--- src/rtl/svpwm_div.sv ---
// Two-lane pipelined restoring divider, one quotient bit per stage, shared divisor.
module svpwm_div #(
    parameter int DW = 16,
    parameter int QW = 16,
    parameter int SW = 3
) (
    input  logic          clk,
    input  logic          rst_n,
    input  logic          en,
    input  logic          in_valid,
    input  logic [SW-1:0] in_side,
    input  logic [DW-1:0] den,
    input  logic [DW-1:0] rem_a,
    input  logic [DW-1:0] rem_b,
    input  logic [QW-1:0] lo_a,
    input  logic [QW-1:0] lo_b,
    output logic          out_valid,
    output logic [SW-1:0] out_side,
    output logic [QW-1:0] quo_a,
    output logic [QW-1:0] quo_b
);

    // One restoring step: returns {quotient bit, new remainder}
    function automatic logic [DW:0] div_step(
        input logic [DW-1:0] rem,
        input logic          bit_in,
        input logic [DW-1:0] dv
    );
        logic [DW:0] r2;
        logic [DW:0] d2;
        r2 = {rem, bit_in};
        d2 = r2 - {1'b0, dv};
        if (r2 >= {1'b0, dv})
            div_step = {1'b1, d2[DW-1:0]};
        else
            div_step = {1'b0, r2[DW-1:0]};
    endfunction

    logic          valid_reg [QW];
    logic [SW-1:0] side_reg  [QW];
    logic [DW-1:0] den_reg   [QW];
    logic [DW-1:0] rem_a_reg [QW];
    logic [DW-1:0] rem_b_reg [QW];
    logic [QW-1:0] sh_a_reg  [QW];
    logic [QW-1:0] sh_b_reg  [QW];

    for (genvar s = 0; s < QW; s++) begin : g_stage
        logic          v_in;
        logic [SW-1:0] side_in;
        logic [DW-1:0] den_in;
        logic [DW-1:0] ra_in;
        logic [DW-1:0] rb_in;
        logic [QW-1:0] sa_in;
        logic [QW-1:0] sb_in;
        logic [DW:0]   res_a;
        logic [DW:0]   res_b;

        if (s == 0) begin : g_first
            assign v_in    = in_valid;
            assign side_in = in_side;
            assign den_in  = den;
            assign ra_in   = rem_a;
            assign rb_in   = rem_b;
            assign sa_in   = lo_a;
            assign sb_in   = lo_b;
        end
        else begin : g_next
            assign v_in    = valid_reg[s-1];
            assign side_in = side_reg[s-1];
            assign den_in  = den_reg[s-1];
            assign ra_in   = rem_a_reg[s-1];
            assign rb_in   = rem_b_reg[s-1];
            assign sa_in   = sh_a_reg[s-1];
            assign sb_in   = sh_b_reg[s-1];
        end

        assign res_a = div_step(ra_in, sa_in[QW-1], den_in);
        assign res_b = div_step(rb_in, sb_in[QW-1], den_in);

        // Advance the valid bit
        always_ff @(posedge clk or negedge rst_n)
        begin
            if (!rst_n)
                valid_reg[s] <= 1'b0;
            else if (en)
                valid_reg[s] <= v_in;
        end

        // Shift one dividend bit out and one quotient bit in
        always_ff @(posedge clk)
        begin
            if (en)
            begin
                side_reg[s]  <= side_in;
                den_reg[s]   <= den_in;
                rem_a_reg[s] <= res_a[DW-1:0];
                rem_b_reg[s] <= res_b[DW-1:0];
                sh_a_reg[s]  <= {sa_in[QW-2:0], res_a[DW]};
                sh_b_reg[s]  <= {sb_in[QW-2:0], res_b[DW]};
            end
        end
    end

    assign out_valid = valid_reg[QW-1];
    assign out_side  = side_reg[QW-1];
    assign quo_a     = sh_a_reg[QW-1];
    assign quo_b     = sh_b_reg[QW-1];

endmodule

--- config.mk ---
export PLATFORM = sky130hd
export DESIGN_NAME = svpwm_div
export DESIGN_NICKNAME = d
export VERILOG_FILES = /design/src/rtl/svpwm_div.sv
export SDC_FILE = /design/constraint.sdc
export NUM_CORES = 2
export LEC_CHECK = 0
export BUFFER_PORTS_ARGS = -buffer_cell sky130_fd_sc_hd__buf_2
export CORE_MARGIN = 3
export CORE_UTILIZATION = 50
export DETAILED_ROUTE_END_ITERATION = 8
export HOLD_SLACK_MARGIN = 0.02
export PLACE_DENSITY = 0.67
export SETUP_SLACK_MARGIN = 0.4
export SLEW_MARGIN = 15
export SYNTH_ARGS = -nofsm -noshare
export SYNTH_HDL_FRONTEND = slang
export SYNTH_SLANG_ARGS = --single-unit
export TNS_END_PERCENT = 1
--- constraint.sdc ---
create_clock -name clk -period 9.6 [get_ports clk]
set_clock_uncertainty 0.05 [all_clocks]
set_input_delay 1.92 -clock clk [delete_from_list [all_inputs] [get_ports clk]]
set_output_delay 1.92 -clock clk [all_outputs]
set_load 0.05 [all_outputs]
==> Word level (Yosys, flattened, before mapping) <==
Memory sizes are Yosys's and may differ from the RTL's.
Index checks and enable logic that the tools add are counted.
{ "word_totals": {"reg_bits": 16, "latchBits": 0, "ramBits": 1328, "rom_bits": 0, "in_bits": 87, "out_inout_bits": 36, "wordCells": 120, "memories": 6} }
{ "mem_list": {"columns": ["memory", "words", "word_bits", "read_ports", "rd_ports_with_merged_regs", "write_ports", "line", "source"], "rows": [
  ["den_reg", 16, 16, 15, 0, 16, "41", "logic [DW-1:0] den_reg [QW];"],
  ["rem_a_reg", 16, 16, 15, 0, 16, "42", "logic [DW-1:0] rem_a_reg [QW];"],
  ["rem_b_reg", 16, 16, 15, 0, 16, "43", "logic [DW-1:0] rem_b_reg [QW];"],
  ["sh_a_reg", 16, 16, 16, 0, 16, "44", "logic [QW-1:0] sh_a_reg [QW];"],
  ["sh_b_reg", 16, 16, 16, 0, 16, "45", "logic [QW-1:0] sh_b_reg [QW];"],
  ["side_reg", 16, 3, 16, 0, 16, "40", "logic [SW-1:0] side_reg [QW];"]
]} }
{ "op_classes": {"n_addsub": 32, "n_mul": 0, "n_div": 0, "order_cmp": 32, "n_eq_ne": 0, "n_shift": 0, "n_mux": 34, "n_bitwise": 0, "reduce_logical": 0} }
{ "op_table": {"columns": ["op", "n"], "rows": [
  ["$ge A17 B16 Y1", 32],
  ["$mux W17", 32],
  ["$sub A16 B16 Y16", 32],
  ["$mux W1", 2]
]} }

==> Logic depth before layout (Yosys ltp) <==
{ "logic_depth": {"ltp_word": 2, "ltp_mapped": 13, "depth_no_buf": 11} }

==> Worst setup path before layout <==
OpenSTA, ideal clock, no wires.
{ "synth_timing": {"path_kind": "input port to flip-flop", "from": "in den[1]", "to": "mem rem_a_reg[0][10] (data pin)", "setup_ns": 0.260, "t_arrival_ns": 4.407, "setup_slack_ns": 4.883, "cell_stages": 10, "path_buffers": 1, "path_cell_list": "inv_1 ha_1 nor2b_1 o2111ai_1 nand3_1 a221oi_1 o211ai_1 a2111oi_0 buf_2 mux2_2"} }
{ "synth_rtl": {"columns": ["element", "line", "source"], "rows": [
  ["start: declaration", "12", "input logic [DW-1:0] den,"],
  ["end: declaration", "42", null]
]} }

==> flow_results.org <==
** Logic synthesis
- Synth top area share :: roughly 57%
- Synth Register Bits :: roughly 1,300
- Synthesized cell area :: ~68,000 sq um
- sky130_fd_sc_hd__edfxtp_1 takes more of the synthesized area than any other cell.
- In the synthesized netlist, mux cells make up roughly 5.4% of the area.
- By area the synthesized netlist is led by sky130_fd_sc_hd__edfxtp_1, sky130_fd_sc_hd__ha_1, sky130_fd_sc_hd__mux2_2.
- Synth async-reset ratio :: 1.23%
- The number of nets in the synthesized netlist is about 6,000.
- Of the total synthesized cell area, the portion taken by XOR and XNOR cells is 4.32%.
- Yosys mapped the design onto 89 distinct sky130hd cell types.
- EDFF count, synth :: 1,280
- Post-Synth Adder-Cell Area :: about a tenth
- The cell count after synthesis came out at 5,375.
- Primary FF master, synth :: sky130_fd_sc_hd__edfxtp_1
- Synth Area in Simple Gates :: roughly 8.4%
- A synthesized cell averages around 13 sq um.
- For this run, the number of Yosys warnings is 0.
- After synthesis, the largest family of logic cells by area is compound AO/OA/AOI/OAI gates.
- Compound-gate portion of the synthesized area :: 11.3%
- Of the synthesized area, sequential elements account for around 57%.

** GRT
- Global routing consumed, over all layers together, about a fifth of the routing resources.
- The number of global-route vias before repair is roughly 41,000.
- Pin count of the biggest net entering global routing :: about 170
- Global route total overflow :: 0
- Global-route wire length before repair :: approximately 220,000 um
- The number of antenna violations at the first check in global routing was 1.

** Final layout
- From synthesis to final layout, the design area changed by 11.3%.
- Layout Utilization :: 56.2%
- The repair_antennas step left the layout with diodes totalling 0.
- Layout Cells excl Fill :: ~7,500
- Filler instances :: around 11,000
- Nets@finish :: around 6,200
- Cells with a size suffix above 1 make up about an eighth of the layout.

** Run status
- Status :: finished clean

** Worst setup path
- Of all nets on the critical path, the largest fanout is 30.
- Signal arrival time at the worst endpoint :: approximately 4.9 ns
- Flop-to-flop setup slack :: approximately 5.4 ns
- The worst setup path is captured at a register.
- CP required :: 10.06 ns
- By startpoint and endpoint, the worst setup path is classified as primary input to register.
- End of the worst register-to-register path :: rem_a_reg[1][99]
- Crit path launch type :: primary input
- The startpoint identified for the worst register-to-register timing path is den_reg[1][81].
- Depth of the worst register-to-register path :: 9

** Job
- Max-capacitance violation count :: 0

** Power
- For this design the ratio of total power to cell area is between 300 and 400 nW/um^2.
- Maximum resistive drop on vdd :: about 0.18 mV
- Leak pwr :: approximately 29 nW

** Timing
- For the pin with the worst max-slew slack, the measured transition is between 1 and 1.5 ns.
- Total Neg Setup Slack :: 0 ns
- The final hold violation count is 0.
- Final critical-path required period :: 4.48 ns
- For this run, the top clock speed supported by timing is approximately 220 MHz.
- Final Max Tran Viols :: 0
- Final Setup Violations :: 0
- Dividing the final minimum period by the clock period gives a little under half.
- RSZ-0062 raised after global routing :: no
- Worst slew margin relative to its limit :: 22.9%

** Floorplanning
- In this run the count of I/O pins placed on the die edge is 123.
- In this run the core area contains roughly 130 standard-cell rows.
- Initial cell density of the core :: roughly half
- The floorplan step defined a die boundary enclosing 140,000 sq um.
- Measured along the x axis, the die boundary spans between 300 and 400 um.
- The floorplan step set the die height to roughly 370 um.
- The region available for standard cell placement spans 134,000 sq um.

** Min path
- The worst hold path terminates at sh_b_reg[0][106].
- Along the worst hold path, the cell count comes to 0.
- Startpoint of the most critical hold path :: sh_b_reg[0][89]
- The tightest min-delay check is of the register to register type.

** Clock network
- At the later pin of the worst-skew pair, clock insertion delay measures 0.77 ns.
- H-tree levels :: 4
- TritonCTS buffer count :: about 140
- TritonCTS built the clock tree.
- TritonCTS sink count :: approximately 1,300
- Hold repair after CTS inserted 0 buffers.
- Gates resized during post-CTS repair numbered 0.
- Max Root-Sink Buffers :: 3
- Setup Fix Bufs, Post-CTS :: 0
- Clock-pin slew on the worst setup and hold paths :: roughly 0.060 ns
- Root buf cell :: sky130_fd_sc_hd__clkbuf_16

** Placed design
- Post-detail-place hpwl :: between 100,000 and 150,000 um
- The count of buffers added on input and output ports is about 120.
- The congestion estimate from routability-driven global placement came to 0.891.
- In this run, placement finished with an instance count of ~7,200.

** Detailed routing
- For this run, design rule violations remaining after detail routing come to 0.
- For this block, the routed nets add up to between 100,000 and 150,000 um of wire.
- The first routing iteration left 2,933 violations.
- The detail route stage leaves a number of antenna-violating nets equal to 0.
- The detailed router placed 41,959 vias in this run.
- After detailed routing, the average wire length per cell comes to roughly 19 um.
- TritonRoute pass-1 iters :: 6
- Dividing the detail-routed via count by the number of cells gives approximately 5.6.
critical path, stage by stage:
cell	delay, ns
sky130_fd_sc_hd__buf_2	0.15
sky130_fd_sc_hd__inv_1	0.09
sky130_fd_sc_hd__ha_1	0.35
sky130_fd_sc_hd__nor2b_1	0.17
sky130_fd_sc_hd__o2111ai_1	0.18
sky130_fd_sc_hd__nand3_1	0.22
sky130_fd_sc_hd__a221oi_1	0.60
sky130_fd_sc_hd__o211ai_1	0.21
sky130_fd_sc_hd__a2111oi_2	0.32
sky130_fd_sc_hd__buf_4	0.34
sky130_fd_sc_hd__mux2_2	0.37
cell type report:
class | count | area, sq um | share of cell area (%)
Tap cell | 1768 | 2210 | 2.94
Timing Repair Buffer | 152 | 926 | 1.23
Sequential cell | 1296 | 38800 | 51.6
Inverter | 426 | 1600 | 2.12
Clock inverter | 85 | 1090 | 1.44
Clock buffer | 169 | 3650 | 4.85
Multi-Input combinational cell | 3581 | 27000 | 35.9
power breakdown:
part           leakage (nW)  switching, W  internal [W]
Sequential             12.7      0.000789       0.00828
Clock                  2.28       0.00225       0.00324
Combinational          14.4       0.00576       0.00471
Total                  29.4       0.00880        0.0162
cell usage in the layout, fill, tap and decap left out, types with 24 or more instances in the layout:
cell	n
sky130_fd_sc_hd__fa_1	30
sky130_fd_sc_hd__a21oi_1	395
sky130_fd_sc_hd__mux2_2	281
sky130_fd_sc_hd__buf_4	24
sky130_fd_sc_hd__edfxtp_1	1280
sky130_fd_sc_hd__inv_1	426
sky130_fd_sc_hd__xnor2_1	208
sky130_fd_sc_hd__nor3_1	110
sky130_fd_sc_hd__o31ai_1	40
sky130_fd_sc_hd__o21ai_0	256
sky130_fd_sc_hd__xor2_1	126
sky130_fd_sc_hd__nand2b_1	62
sky130_fd_sc_hd__nand4_1	43
sky130_fd_sc_hd__buf_2	121
sky130_fd_sc_hd__o21bai_1	26
sky130_fd_sc_hd__nor2b_1	71
sky130_fd_sc_hd__mux2i_1	40
sky130_fd_sc_hd__nand2_1	244
sky130_fd_sc_hd__nor2_1	365
sky130_fd_sc_hd__or3_1	36
sky130_fd_sc_hd__clkbuf_1	27
sky130_fd_sc_hd__clkbuf_16	142
sky130_fd_sc_hd__a21o_1	100
sky130_fd_sc_hd__a31oi_1	42
sky130_fd_sc_hd__o211ai_1	32
sky130_fd_sc_hd__nand3_1	109
sky130_fd_sc_hd__a211oi_1	35
sky130_fd_sc_hd__o31a_1	24
sky130_fd_sc_hd__o21a_1	83
sky130_fd_sc_hd__ha_1	512
layer usage:
layer  vias to the layer above  GRT usage, %  part of all wire (%)
met5                         -             0                     0
met4                         0          6.05                   2.5
met3                       217          4.57                   5.9
met2                       999          30.7                    44
met1                     20086          28.8                    47
li1                      20657             -                     -
through the flow:
step	hold slack [ns]	setup WS, ns	instance area [sq um]	total power [W]
after detailed placement	0.355	4.33	70600	0.0195
after global routing	0.364	4.97	75300	0.0267
final	0.357	5.12	75300	0.0250
after CTS	0.353	5.16	75300	0.0251
after floorplan	0.350	4.88	67700	0.0168
after global placement	0.350	4.33	70600	0.0193
Yosys cell counts (54+ instances only):
master                     instances
sky130_fd_sc_hd__nor3_1          111
sky130_fd_sc_hd__a21oi_1         397
sky130_fd_sc_hd__a21o_1          100
sky130_fd_sc_hd__ha_1            512
sky130_fd_sc_hd__o21a_1           83
sky130_fd_sc_hd__inv_1           426
sky130_fd_sc_hd__nor2_1          365
sky130_fd_sc_hd__nand2b_1         62
sky130_fd_sc_hd__xnor2_1         208
sky130_fd_sc_hd__nor2b_1          71
sky130_fd_sc_hd__clkbuf_1         54
sky130_fd_sc_hd__nand2_1         244
sky130_fd_sc_hd__edfxtp_1       1280
sky130_fd_sc_hd__o21ai_0         258
sky130_fd_sc_hd__xor2_1          126
sky130_fd_sc_hd__nand3_1         109
sky130_fd_sc_hd__mux2_2          281
kinds of logic (layout without fill, tap and decap cells):
logic type	Yosys count	count (layout)
AO/OA/AOI/OAI	1200	1200
adder cells (fa/ha/maj)	542	542
XOR/XNOR	334	334
AND/OR/NAND/NOR	1178	1178
buffers and inverters	498	832
multiplexers	327	327
flip-flops	1296	1296
worst max path at each step:
stage	start	to	cells past startpoint	slack, ns
after floorplan	den[1]	rem_a_reg[0][10]	10	4.88
after global placement	den[1]	rem_a_reg[0][8]	11	4.33
after detailed placement	den[1]	rem_a_reg[0][8]	11	4.33
after CTS	den[1]	rem_a_reg[0][8]	11	5.16
after global routing	den[1]	rem_a_reg[0][8]	11	4.97
final	den[1]	rem_a_reg[0][8]	11	5.12
No activity file was read; power rests on OpenSTA's default activity.
